### config.mk
export PLATFORM = sky130hd
export DESIGN_NAME = sql_keyword_tokenizer
export DESIGN_NICKNAME = d
export VERILOG_FILES = /design/src/sqlk_pkg.sv /design/src/sqlk_lexer.sv /design/src/sqlk_result_queue.sv /design/src/sql_keyword_tokenizer.sv
export SDC_FILE = /design/constraint.sdc
export NUM_CORES = 1
export LEC_CHECK = 0
export BUFFER_PORTS_ARGS = -buffer_cell sky130_fd_sc_hd__buf_2
export CAP_MARGIN = 10
export CORE_MARGIN = 2
export CORE_UTILIZATION = 30
export CTS_BUF_LIST = sky130_fd_sc_hd__clkbuf_16
export CTS_CLUSTER_SIZE = 25
export DETAILED_ROUTE_END_ITERATION = 10
export PLACE_DENSITY = 0.43
export REMOVE_ABC_BUFFERS = 1
export SLEW_MARGIN = 20
export SYNTH_ARGS = -nofsm -noshare
export SYNTH_HDL_FRONTEND = slang
export SYNTH_HIERARCHICAL = 1
export SYNTH_SLANG_ARGS = --single-unit
export TNS_END_PERCENT = 20
### constraint.sdc
create_clock -name clk -period 6.12 [get_ports clk]
set_clock_uncertainty 0.1 [all_clocks]
set_input_delay 0.612 -clock clk [delete_from_list [all_inputs] [get_ports clk]]
set_output_delay 0.612 -clock clk [all_outputs]
set_load 0.05 [all_outputs]
### src/sqlk_pkg.sv
`timescale 1ns / 1ps
`default_nettype none
// ----------------------------------------------------------------------------
// sqlk_pkg
// Types, codes, keyword tables and helpers shared by the SQL keyword lexer.
// ----------------------------------------------------------------------------
package sqlk_pkg;

	localparam int MAX_LINE = 4096;
	localparam int POS_W    = 12;
	localparam logic [POS_W-1:0] POS_CAP =
		POS_W'(((MAX_LINE - 1) < 4095) ? (MAX_LINE - 1) : 4095);

	localparam int NKW      = 9;
	localparam int QDEPTH   = 4;
	localparam int QPTR_W   = $clog2(QDEPTH);
	localparam int QCNT_W   = $clog2(QDEPTH + 1);

	localparam logic [7:0] CH_NUL   = 8'h00;
	localparam logic [7:0] CH_SPACE = 8'h20;
	localparam logic [7:0] CH_EQ    = 8'h3D;
	localparam logic [7:0] CH_STAR  = 8'h2A;
	localparam logic [7:0] CH_PLUS  = 8'h2B;
	localparam logic [7:0] CH_MINUS = 8'h2D;
	localparam logic [7:0] CH_SLASH = 8'h2F;
	localparam logic [7:0] CH_COMMA = 8'h2C;

	typedef enum logic [4:0] {
		TK_SELECT = 5'd0,
		TK_FROM   = 5'd1,
		TK_WHERE  = 5'd2,
		TK_GROUP  = 5'd3,
		TK_BY     = 5'd4,
		TK_HAVING = 5'd5,
		TK_ORDER  = 5'd6,
		TK_ASC    = 5'd7,
		TK_DESC   = 5'd8,
		TK_EQ     = 5'd9,
		TK_TIMES  = 5'd10,
		TK_PLUS   = 5'd11,
		TK_MINUS  = 5'd12,
		TK_SLASH  = 5'd13,
		TK_COMMA  = 5'd14,
		TK_IDENT  = 5'd15,
		TK_EOF    = 5'd16,
		TK_ERROR  = 5'd17
	} token_kind_t;

	typedef enum logic [2:0] {
		MODE_START   = 3'd0,
		MODE_KEYWORD = 3'd1,
		MODE_IDENT   = 3'd2,
		MODE_DROP    = 3'd3
	} scan_mode_t;

	typedef struct packed {
		token_kind_t      kind;
		logic [POS_W-1:0] start;
		logic [POS_W-1:0] length;
	} token_t;

	typedef struct packed {
		logic   two;
		token_t first;
		token_t second;
	} token_pair_t;

	function automatic logic [POS_W-1:0] sat_inc(input logic [POS_W-1:0] v);
		return (v < POS_CAP) ? v + POS_W'(1) : POS_CAP;
	endfunction

	function automatic logic is_alpha(input logic [7:0] c);
		return (c inside {[8'h41:8'h5A], [8'h61:8'h7A]});
	endfunction

	// Keyword whose first letter is c; found is low when none starts with c.
	function automatic logic [4:0] kw_first(input logic [7:0] c);
		logic [4:0] r;
		case (c)
			8'h53: r = {1'b1, 4'd0};
			8'h46: r = {1'b1, 4'd1};
			8'h57: r = {1'b1, 4'd2};
			8'h47: r = {1'b1, 4'd3};
			8'h42: r = {1'b1, 4'd4};
			8'h48: r = {1'b1, 4'd5};
			8'h4F: r = {1'b1, 4'd6};
			8'h41: r = {1'b1, 4'd7};
			8'h44: r = {1'b1, 4'd8};
			default: r = '0;
		endcase
		return r;
	endfunction

	function automatic logic [2:0] kw_rest_len(input logic [3:0] sel);
		logic [2:0] r;
		case (sel)
			4'd0: r = 3'd5;
			4'd1: r = 3'd3;
			4'd2: r = 3'd4;
			4'd3: r = 3'd4;
			4'd4: r = 3'd1;
			4'd5: r = 3'd5;
			4'd6: r = 3'd4;
			4'd7: r = 3'd2;
			4'd8: r = 3'd3;
			default: r = 3'd0;
		endcase
		return r;
	endfunction

	function automatic logic [39:0] kw_rest(input logic [3:0] sel);
		logic [39:0] r;
		case (sel)
			4'd0: r = "ELECT";
			4'd1: r = "ROM  ";
			4'd2: r = "HERE ";
			4'd3: r = "ROUP ";
			4'd4: r = "Y    ";
			4'd5: r = "AVING";
			4'd6: r = "RDER ";
			4'd7: r = "SC   ";
			4'd8: r = "ESC  ";
			default: r = '0;
		endcase
		return r;
	endfunction

	function automatic logic [7:0] kw_rest_char(input logic [3:0] sel, input logic [2:0] m);
		logic [39:0] w;
		logic [7:0]  r;
		w = kw_rest(sel);
		case (m)
			3'd0: r = w[39:32];
			3'd1: r = w[31:24];
			3'd2: r = w[23:16];
			3'd3: r = w[15:8];
			3'd4: r = w[7:0];
			default: r = CH_NUL;
		endcase
		return r;
	endfunction

endpackage
`default_nettype wire

### src/sqlk_lexer.sv
`timescale 1ns / 1ps
`default_nettype none
// ----------------------------------------------------------------------------
// sqlk_lexer
// Scanner state and next-token logic: one character in, up to two tokens out.
// ----------------------------------------------------------------------------
module sqlk_lexer
	import sqlk_pkg::*;
(
	input  wire logic        clk,
	input  wire logic        arst_n,
	input  wire logic        advance,
	input  wire logic [7:0]  ch,
	output token_pair_t      pair,
	output logic             push
);

	scan_mode_t       mode_q, mode_d;
	logic [3:0]       sel_q, sel_d;
	logic [2:0]       km_q, km_d;
	logic [POS_W-1:0] pos_q, pos_d;
	logic [POS_W-1:0] ws_q, ws_d;
	logic [POS_W-1:0] wl_q, wl_d;

	logic       alpha;
	logic       kw_ok;
	logic [2:0] rl;
	logic [4:0] first;
	logic       pre_v, sc_v, call_sc;
	token_t     pre, sc;

	always_comb begin
		alpha   = is_alpha(ch);
		kw_ok   = (sel_q < 4'(NKW));
		rl      = kw_rest_len(sel_q);
		first   = kw_first(ch);
		mode_d  = mode_q;
		sel_d   = sel_q;
		km_d    = km_q;
		ws_d    = ws_q;
		wl_d    = wl_q;
		pre_v   = 1'b0;
		pre     = '{kind: TK_IDENT, start: ws_q, length: wl_q};
		sc_v    = 1'b0;
		sc      = '{kind: TK_EOF, start: '0, length: '0};
		call_sc = 1'b0;

		case (mode_q)
			MODE_KEYWORD: begin
				if (kw_ok && km_q < rl && ch == kw_rest_char(sel_q, km_q)) begin
					km_d = km_q + 3'd1;
					wl_d = sat_inc(wl_q);
				end else if (kw_ok && km_q >= rl && !alpha) begin
					pre_v   = 1'b1;
					pre     = '{kind: token_kind_t'({1'b0, sel_q}), start: '0, length: '0};
					call_sc = 1'b1;
				end else if (alpha) begin
					mode_d = MODE_IDENT;
					wl_d   = sat_inc(wl_q);
				end else begin
					pre_v   = 1'b1;
					call_sc = 1'b1;
				end
			end
			MODE_IDENT: begin
				if (alpha) begin
					wl_d = sat_inc(wl_q);
				end else begin
					pre_v   = 1'b1;
					call_sc = 1'b1;
				end
			end
			MODE_DROP: begin
				if (ch == CH_NUL) begin
					sc_v = 1'b1;
				end
			end
			default: begin
				call_sc = 1'b1;
			end
		endcase

		if (call_sc) begin
			mode_d = MODE_START;
			case (ch)
				CH_NUL: begin
					sc_v = 1'b1;
				end
				CH_SPACE: begin
				end
				CH_EQ: begin
					sc_v = 1'b1;
					sc.kind = TK_EQ;
				end
				CH_STAR: begin
					sc_v = 1'b1;
					sc.kind = TK_TIMES;
				end
				CH_PLUS: begin
					sc_v = 1'b1;
					sc.kind = TK_PLUS;
				end
				CH_MINUS: begin
					sc_v = 1'b1;
					sc.kind = TK_MINUS;
				end
				CH_SLASH: begin
					sc_v = 1'b1;
					sc.kind = TK_SLASH;
				end
				CH_COMMA: begin
					sc_v = 1'b1;
					sc.kind = TK_COMMA;
				end
				default: begin
					if (!alpha) begin
						sc_v    = 1'b1;
						sc.kind = TK_ERROR;
						mode_d  = MODE_DROP;
					end else begin
						ws_d = pos_q;
						wl_d = POS_W'(1);
						km_d = '0;
						if (first[4]) begin
							sel_d  = first[3:0];
							mode_d = MODE_KEYWORD;
						end else begin
							mode_d = MODE_IDENT;
						end
					end
				end
			endcase
		end

		if (ch == CH_NUL) begin
			mode_d = MODE_START;
			pos_d  = '0;
		end else begin
			pos_d  = sat_inc(pos_q);
		end

		pair.two    = pre_v && sc_v;
		pair.first  = pre_v ? pre : sc;
		pair.second = sc;
		push        = pre_v || sc_v;
	end

	always_ff @(posedge clk or negedge arst_n) begin
		if (!arst_n) begin
			mode_q <= MODE_START;
			sel_q  <= '0;
			km_q   <= '0;
			pos_q  <= '0;
			ws_q   <= '0;
			wl_q   <= '0;
		end else if (advance) begin
			mode_q <= mode_d;
			sel_q  <= sel_d;
			km_q   <= km_d;
			pos_q  <= pos_d;
			ws_q   <= ws_d;
			wl_q   <= wl_d;
		end
	end

endmodule
`default_nettype wire

### src/sqlk_result_queue.sv
`timescale 1ns / 1ps
`default_nettype none
// ----------------------------------------------------------------------------
// sqlk_result_queue
// Small queue of token pairs; hands out one token per output transaction.
// ----------------------------------------------------------------------------
module sqlk_result_queue
	import sqlk_pkg::*;
(
	input  wire logic              clk,
	input  wire logic              arst_n,
	input  wire logic              push,
	input  wire token_pair_t       push_data,
	output logic                   full,
	output logic                   out_valid,
	input  wire logic              out_stall,
	output logic [4:0]             token_kind,
	output logic [POS_W-1:0]       text_start,
	output logic [POS_W-1:0]       text_length,
	output logic                   last_of_run
);

	token_pair_t       entry_q [QDEPTH];
	logic [QPTR_W-1:0] head_q, tail_q;
	logic [QCNT_W-1:0] cnt_q;
	logic              sub_q;
	logic              pop, pop_entry;
	token_pair_t       cur;
	token_t            tok;

	always_comb begin
		full        = (cnt_q == QCNT_W'(QDEPTH));
		out_valid   = (cnt_q != '0);
		cur         = entry_q[head_q];
		tok         = sub_q ? cur.second : cur.first;
		token_kind  = tok.kind;
		text_start  = tok.start;
		text_length = tok.length;
		last_of_run = !cur.two || sub_q;
		pop         = out_valid && !out_stall;
		pop_entry   = pop && last_of_run;
	end

	always_ff @(posedge clk) begin
		if (push) begin
			entry_q[tail_q] <= push_data;
		end
	end

	always_ff @(posedge clk or negedge arst_n) begin
		if (!arst_n) begin
			head_q <= '0;
			tail_q <= '0;
			cnt_q  <= '0;
			sub_q  <= 1'b0;
		end else begin
			if (push) begin
				tail_q <= tail_q + QPTR_W'(1);
			end
			if (pop) begin
				sub_q <= !last_of_run;
			end
			if (pop_entry) begin
				head_q <= head_q + QPTR_W'(1);
			end
			if (push && !pop_entry) begin
				cnt_q <= cnt_q + QCNT_W'(1);
			end else if (!push && pop_entry) begin
				cnt_q <= cnt_q - QCNT_W'(1);
			end
		end
	end

endmodule
`default_nettype wire

### src/sql_keyword_tokenizer.sv
`timescale 1ns / 1ps
`default_nettype none
// An accepted character is registered; its tokens are then pushed into the token queue.
// Throughput: one character per cycle unless the token queue is full; a character that
// yields two tokens uses two output transactions; the four-entry queue absorbs bursts.
// Reset (arst_n low): scanner back to token start, line position and word cleared,
// queue emptied.
// ----------------------------------------------------------------------------
// sql_keyword_tokenizer
// Streaming SQL lexer: keywords, identifiers, operators, EOF and errors.
// ----------------------------------------------------------------------------
module sql_keyword_tokenizer
	import sqlk_pkg::*;
(
	input  wire logic        clk,
	input  wire logic        arst_n,
	input  wire logic        in_valid,
	output logic             in_stall,
	input  wire logic [7:0]  ch,
	output logic             out_valid,
	input  wire logic        out_stall,
	output logic [4:0]       token_kind,
	output logic [11:0]      text_start,
	output logic [11:0]      text_length,
	output logic             last_of_run
);

	logic        valid_s1;
	logic [7:0]  ch_s1;
	logic        advance;
	logic        push_req;
	logic        q_full;
	token_pair_t pair;

	assign advance  = valid_s1 && !(push_req && q_full);
	assign in_stall = valid_s1 && !advance;

	always_ff @(posedge clk or negedge arst_n) begin
		if (!arst_n) begin
			valid_s1 <= 1'b0;
		end else if (!in_stall) begin
			valid_s1 <= in_valid;
		end
	end

	always_ff @(posedge clk) begin
		if (in_valid && !in_stall) begin
			ch_s1 <= ch;
		end
	end

	sqlk_lexer u_lexer (
		.clk    (clk),
		.arst_n (arst_n),
		.advance(advance),
		.ch     (ch_s1),
		.pair   (pair),
		.push   (push_req)
	);

	sqlk_result_queue u_queue (
		.clk        (clk),
		.arst_n     (arst_n),
		.push       (advance && push_req),
		.push_data  (pair),
		.full       (q_full),
		.out_valid  (out_valid),
		.out_stall  (out_stall),
		.token_kind (token_kind),
		.text_start (text_start),
		.text_length(text_length),
		.last_of_run(last_of_run)
	);

	a_eof_err_last: assert property (@(posedge clk) disable iff (!arst_n)
		out_valid && (token_kind == TK_EOF || token_kind == TK_ERROR) |-> last_of_run)
		else $error("EOF or error token not last of its run");

	a_ident_len: assert property (@(posedge clk) disable iff (!arst_n)
		out_valid && token_kind == TK_IDENT |-> text_length != '0)
		else $error("identifier with zero length");

	a_other_zero: assert property (@(posedge clk) disable iff (!arst_n)
		out_valid && token_kind != TK_IDENT |-> text_start == '0 && text_length == '0)
		else $error("non-identifier token carries text");

	a_push_room: assert property (@(posedge clk) disable iff (!arst_n)
		advance && push_req |-> !q_full)
		else $error("token pushed into full queue");

endmodule
`default_nettype wire
==> results of run 1 <==
Yosys cell counts, types with 11 or more instances:
cell | number | area (um2)
edfxtp_1 | 244 | 7327
mux4_1 | 58 | 1524
nand2_1 | 56 | 210.2
dfrtp_1 | 54 | 1351
a21oi_1 | 50 | 250.2
mux2_2 | 45 | 506.7
nor2_1 | 30 | 112.6
inv_1 | 29 | 108.9
o21ai_0 | 29 | 145.1
buf_4 | 26 | 195.2
ha_1 | 26 | 325.3
nand3_1 | 23 | 115.1
and2_4 | 21 | 183.9
clkbuf_1 | 20 | 75.07
buf_6 | 13 | 146.4
nor3_1 | 12 | 60.06
and2_1 | 11 | 68.82
mux2i_1 | 11 | 110.1
nand2b_1 | 11 | 68.82
stage by stage:
stage	worst slack, ns	instances	util (%)	instance area (um2)
after floorplan	-0.7024	876	-	13760
final	0.6189	1605	34.24	15940
after detailed placement	0.4978	1543	32.01	14900
after global routing	0.1014	1605	34.24	15940
after CTS	0.4426	1605	34.22	15930
after global placement	0.6787	1543	32.01	14900
critical path, delay by kind of cell, from the launching register on:
kind            cells  cell delay (ns)
buf+inv             1             0.21
flops               1             0.49
fa+ha+maj           2             0.63
compound gates     10             2.37
simple gates        8             1.61
flip-flops by register name (all words and copies together), names as in the netlist:
name,cells
u_queue/entry_q,236
u_lexer/pos_q,12
u_lexer/wl_q,12
u_lexer/ws_q,12
ch_s1,8
u_lexer/sel_q,4
u_lexer/km_q,3
u_queue/cnt_q,3
u_lexer/mode_q,2
u_queue/head_q,2
u_queue/tail_q,2
u_queue/sub_q,1
valid_s1,1
where the power goes:
part	leakage, nW	internal [mW]	switching [mW]
Combinational	2.40	0.921	1.58
Sequential	2.97	2.65	0.307
Clock	0.549	1.08	0.806
repair_timing:
action	4_1_cts	5_1_grt
gates resized for setup	0	1
setup endpoints to repair	0	3
hold endpoints to repair	0	0
cell families (layout without fill, tap and decap cells):
group                    after synthesis  in the layout  share of synthesized area (%)
AND/OR/NAND/NOR                      224            224                          9.106
AO/OA/AOI/OAI                        147            147                          6.919
other                                  1             24                        0.02655
XOR/XNOR                              11             11                         0.6821
multiplexers                         116            116                          15.42
buffers and inverters                 95            151                          3.960
flip-flops                           298            298                          61.44
adder cells (fa/ha/maj)               27             27                          2.445
per-layer routing:
metal	track usage, %	wire length [um]	vias to the layer above
li1	-	-	3704
met1	16.69	14200	3924
met2	19.88	14320	129
met3	2.191	962	38
met4	5.304	895	0
met5	0	0	-
final cells by class:
cell class | count | area (um2) | area share (%)
Tap cell | 607 | 759.5 | 4.764
Clock buffer | 35 | 875.8 | 5.494
Multi-Input combinational cell | 549 | 4994 | 31.32
Clock inverter | 27 | 152.6 | 0.9575
Sequential cell | 298 | 8685 | 54.47
Inverter | 29 | 108.9 | 0.6828
Timing Repair Buffer | 60 | 367.9 | 2.307
worst max path at each step:
stage	endpoint	slack [ns]	cells after the start
3_5_place_dp	u_lexer/wl_q[3]	0.50	19
6_report	u_lexer/wl_q[3]	0.62	21
5_1_grt	u_lexer/wl_q[3]	0.10	21
2_1_floorplan	u_lexer/wl_q[3]	-0.70	18
3_3_place_gp	u_lexer/wl_q[3]	0.68	19
4_1_cts	u_lexer/wl_q[3]	0.44	19
==> out/results.ini, run 1 <==
[logic_synthesis]
synthArstFlopShare_pct = 18.12
synth_edf_count = 244
synth_area_um2 = 14120
ys_warn_count = 6
ys_ff_latch = 298
ys.flop_type = edfxtp_1
yosysSeqAreaShare_pct = 61.44
synth.avg_cell_area_um2 = 15.37
syn_inst = 919
synth_cell_type_count = 82

[layout]
fill_cells = 4438
areaGrowthSynthToFinish_pct = 12.87
diodes = 0
drive_gt1_share_pct = 19.84
final_common_cell = edfxtp_1
final_cell_mix = 244 x edfxtp_1, 58 x mux4_1, 56 x nand2_1
nets = 1012

[global_routing]
grt_antenna_before_repair = 0
grt_pass1_wl_mm = 47.38
grt_overflow_total = 0
first_global_vias = 7949
grt_max_degree = 60
grt_usage_pct = 12.44

[setup_path]
crit_chain = inv_1, ha_1, nand2b_1, nor2_1, nor2_1, ha_1, nor2b_1, o21ai_0, o2111ai_1, a211oi_2, a31oi_1, nor3_1, a21oi_1, a311o_1, a21boi_2, nand2_1, nor4_1, nand4_1, o41ai_4, o21ai_0, a22oi_1
cp_max_fo = 10
crit_arrival_ns = 5.85
path_class = reg2reg
cp-start-kind = flop
cpPeakStageDelay_ns = 0.49
r2r_start = u_lexer/sel_q[1]
slowest_stage = dfrtp_1
rrSetupSlack_ns = 0.62
endpoint_kind = flop
crit_start = u_lexer/sel_q[1]
r2r-end = u_lexer/wl_q[3]
required_ns = 6.47
r2r_cells = 21

[detailed_routing]
drt-vias-per-instance = 4.857
drcViolationCount = 0
drt-initial-drc-count = 507
ant_nets = 0
drt_first_pass_iters = 4
vias = 7795
routed_wl_mm = 30.37
post_drt_wl_per_cell_um = 18.92

[placement]
port_buffers = 43
routabilityCongestion = 0.8035
post-dp-hpwl_mm = 18.26

[clock_network]
cts_max_path_buffers = 3
cts_tree = done
cts_sinks = 298
ctsHoldBuffers = 0
clk_latency_ns = 0.54
clk_pin_slew_ns = 0.06
htree_levels = 2
numCtsBuffers = 35
cts_root_buf = clkbuf_16
post_cts_buffers = 0

[timing]
grt_setup_unrepaired = no
period_share_pct = 89.89
holdWs_ns = 0.1192
worst_pin_slew_ns = 1.085
finalHoldViolCount = 0
setup_viol = 0
min_period_ns = 5.501
maxSlewViolCount = 0
fin_tns_setup_ns = 0
fmax_mhz = 181.8
max_slew_margin_pct = 27.65

[power]
cellLeakagePower_nw = 5.917
vdd.ir_drop.worst_mv = 0.2157
p_total_mw = 7.353
p_per_area_nw_per_um2 = 461.2

[die]
core_area_um2 = 46560
die_x_um = 221.0
ios = 44
dieArea_um2 = 48830
fp.dieH_um = 221.0
start_util_pct = 30.34
num_rows = 79

[outcome]
outcome = completed

[job]
cap_violations = 0

[hold_path]
min_path_type = in2async

Power figures use the tool's default switching activity.
==> inputs of run 2 (changes only) <==
--- a/config.mk
+++ b/config.mk
@@ -8,12 +8,13 @@
 export BUFFER_PORTS_ARGS = -buffer_cell sky130_fd_sc_hd__buf_2
 export CAP_MARGIN = 10
 export CORE_MARGIN = 2
-export CORE_UTILIZATION = 30
+export CORE_UTILIZATION = 42
 export CTS_BUF_LIST = sky130_fd_sc_hd__clkbuf_16
 export CTS_CLUSTER_SIZE = 25
 export DETAILED_ROUTE_END_ITERATION = 10
-export PLACE_DENSITY = 0.43
+export PLACE_DENSITY = 0.57
 export REMOVE_ABC_BUFFERS = 1
+export SKIP_LAST_GASP = 1
 export SLEW_MARGIN = 20
 export SYNTH_ARGS = -nofsm -noshare
 export SYNTH_HDL_FRONTEND = slang
==> run 2 against run 1 <==
Effect of this change: wire length decreased by 5.0%; cell count shrank 10%; sequential share of layout area is 0.52 points higher; fmax fell by 0.64%; sequential power hardly changed; worst setup slack got worse by 0.036 ns; global-route usage grew 4.2 points; clock power barely moved; non-clock buffer count decreased by 2; worst hold slack better by 0.0058 ns.
==> out/results.ini, run 2 (synthesized netlist as in run 1, its figures left out) <==
[timing]
period_share_pct = 90.47
finalHoldViolCount = 0
worst_pin_slew_ns = 1.076
min_period_ns = 5.537
max_slew_margin_pct = 27.69
fin_tns_setup_ns = 0
holdWs_ns = 0.1249
fmax_mhz = 180.6
grt_setup_unrepaired = no
setup_viol = 0
maxSlewViolCount = 0

[placement]
dpl.cell_count = 1382
post-dp-hpwl_mm = 18.02
routabilityCongestion = 0.8794
port_buffers = 43
placed_area_um2 = 14750

[die]
core_area_um2 = 33360
num_rows = 67
dieArea_um2 = 35110
start_util_pct = 42.33
fp.dieH_um = 187.4
die_x_um = 187.4
ios = 44

[clock_network]
cts_max_path_buffers = 3
clk_latency_ns = 0.51
ctsResizeCount = 0
cts_root_buf = clkbuf_16
cts_sinks = 298
numCtsBuffers = 35
htree_levels = 2
post_cts_buffers = 0
cts_tree = done
ctsHoldBuffers = 0
clk_pin_slew_ns = 0.06

[detailed_routing]
drt-vias-per-instance = 5.430
vias = 7847
ant_nets = 0
drt-initial-drc-count = 505
routed_wl_mm = 28.85
drcViolationCount = 0
post_drt_wl_per_cell_um = 19.97
drt_first_pass_iters = 5

[setup_path]
required_ns = 6.44
slowest_stage = dfrtp_1
path_class = reg2reg
cpPeakStageDelay_ns = 0.93
path_delay_family = compound AO/OA/AOI/OAI gates
cp-start-kind = flop
crit_chain = inv_1, nor2_1, nor2_1, ha_1, nor2b_1, o21ai_0, o2111ai_1, a211oi_2, a31oi_1, nor3_1, a21oi_1, a311o_1, a21boi_2, nand2_1, o41ai_2, o21ai_0, a22oi_1
cp_num_buf_inv = 1
cp_max_fo = 27
crit_arrival_ns = 5.86
endpoint_kind = flop

[global_routing]
grt_pass1_wl_mm = 45.46
grt_overflow_total = 0
first_global_vias = 7864
grt_usage_pct = 16.66
grt_max_degree = 62
grt_antenna_before_repair = 0

[layout]
nets = 1010
regMostFlops = u_queue/entry_q
final_common_cell = edfxtp_1
finalNonFillerCells = 1445
final_cell_mix = 244 x edfxtp_1, 58 x mux4_1, 56 x nand2_1
diodes = 0
fill_cells = 2996
stdcell_area_um2 = 15790
largest_reg_flops = 236
areaGrowthSynthToFinish_pct = 11.79
drive_gt1_share_pct = 19.66

[power]
p_total_mw = 7.316
p_per_area_nw_per_um2 = 463.3
vdd.ir_drop.worst_mv = 0.2630
cellLeakagePower_nw = 5.920

[outcome]
outcome = completed

[hold_path]
min_path_type = in2async

[job]
cap_violations = 0

-- run 2: final timing paths --
check	to	startpoint	depth (start not counted)	slack [ns]
hold reg to reg	u_queue/cnt_q[2]	u_queue/cnt_q[2]	1	0.40
max in group asynchronous	u_queue/head_q[0]	arst_n	2	5.19
setup / recovery	u_lexer/wl_q[3]	u_lexer/sel_q[3]	17	0.58
min in group clk	ch_s1[3]	ch[3]	1	0.19
hold / removal	valid_s1	arst_n	2	0.12
setup reg to reg	u_lexer/wl_q[3]	u_lexer/sel_q[3]	17	0.58
-- run 2: final cells by class --
class                      count  area, um2  share of cell area, %
clock buffer                  36      900.9                  5.705
clock inverter                27      138.9                 0.8796
inverter                      29      108.9                 0.6894
multi-input combinational    549       4982                  31.55
sequential                   298       8683                  54.99
tap                          448      560.5                  3.550
timing repair buffer          58      415.4                  2.631
-- run 2: through the flow --
stage / util, % / setup WS (ns)
final: 47.33 / 0.5833
after global routing: 47.33 / 0.1053
after CTS: 47.33 / 0.6888
after detailed placement: 44.21 / 0.6992
after global placement: 44.21 / 0.8589
after floorplan: - / -0.7024
-- run 2: where the power goes --
group	leakage (nW)	switching (mW)	internal (mW)	total [mW]
clock network	0.557	0.789	1.07	1.86
registers	2.97	0.288	2.65	2.94
logic	2.39	1.57	0.942	2.52
total	5.92	2.65	4.66	7.32
-- run 2: layer usage --
metal | wire length, um | share of wire, % | track usage (%) | vias up
li1 | - | - | - | 3711
met1 | 13220 | 46 | 22.93 | 3933
met2 | 13770 | 48 | 27.24 | 160
met4 | 771 | 2.7 | 5.482 | 0
met3 | 1085 | 3.8 | 2.608 | 43
met5 | 0 | 0 | 0 | -
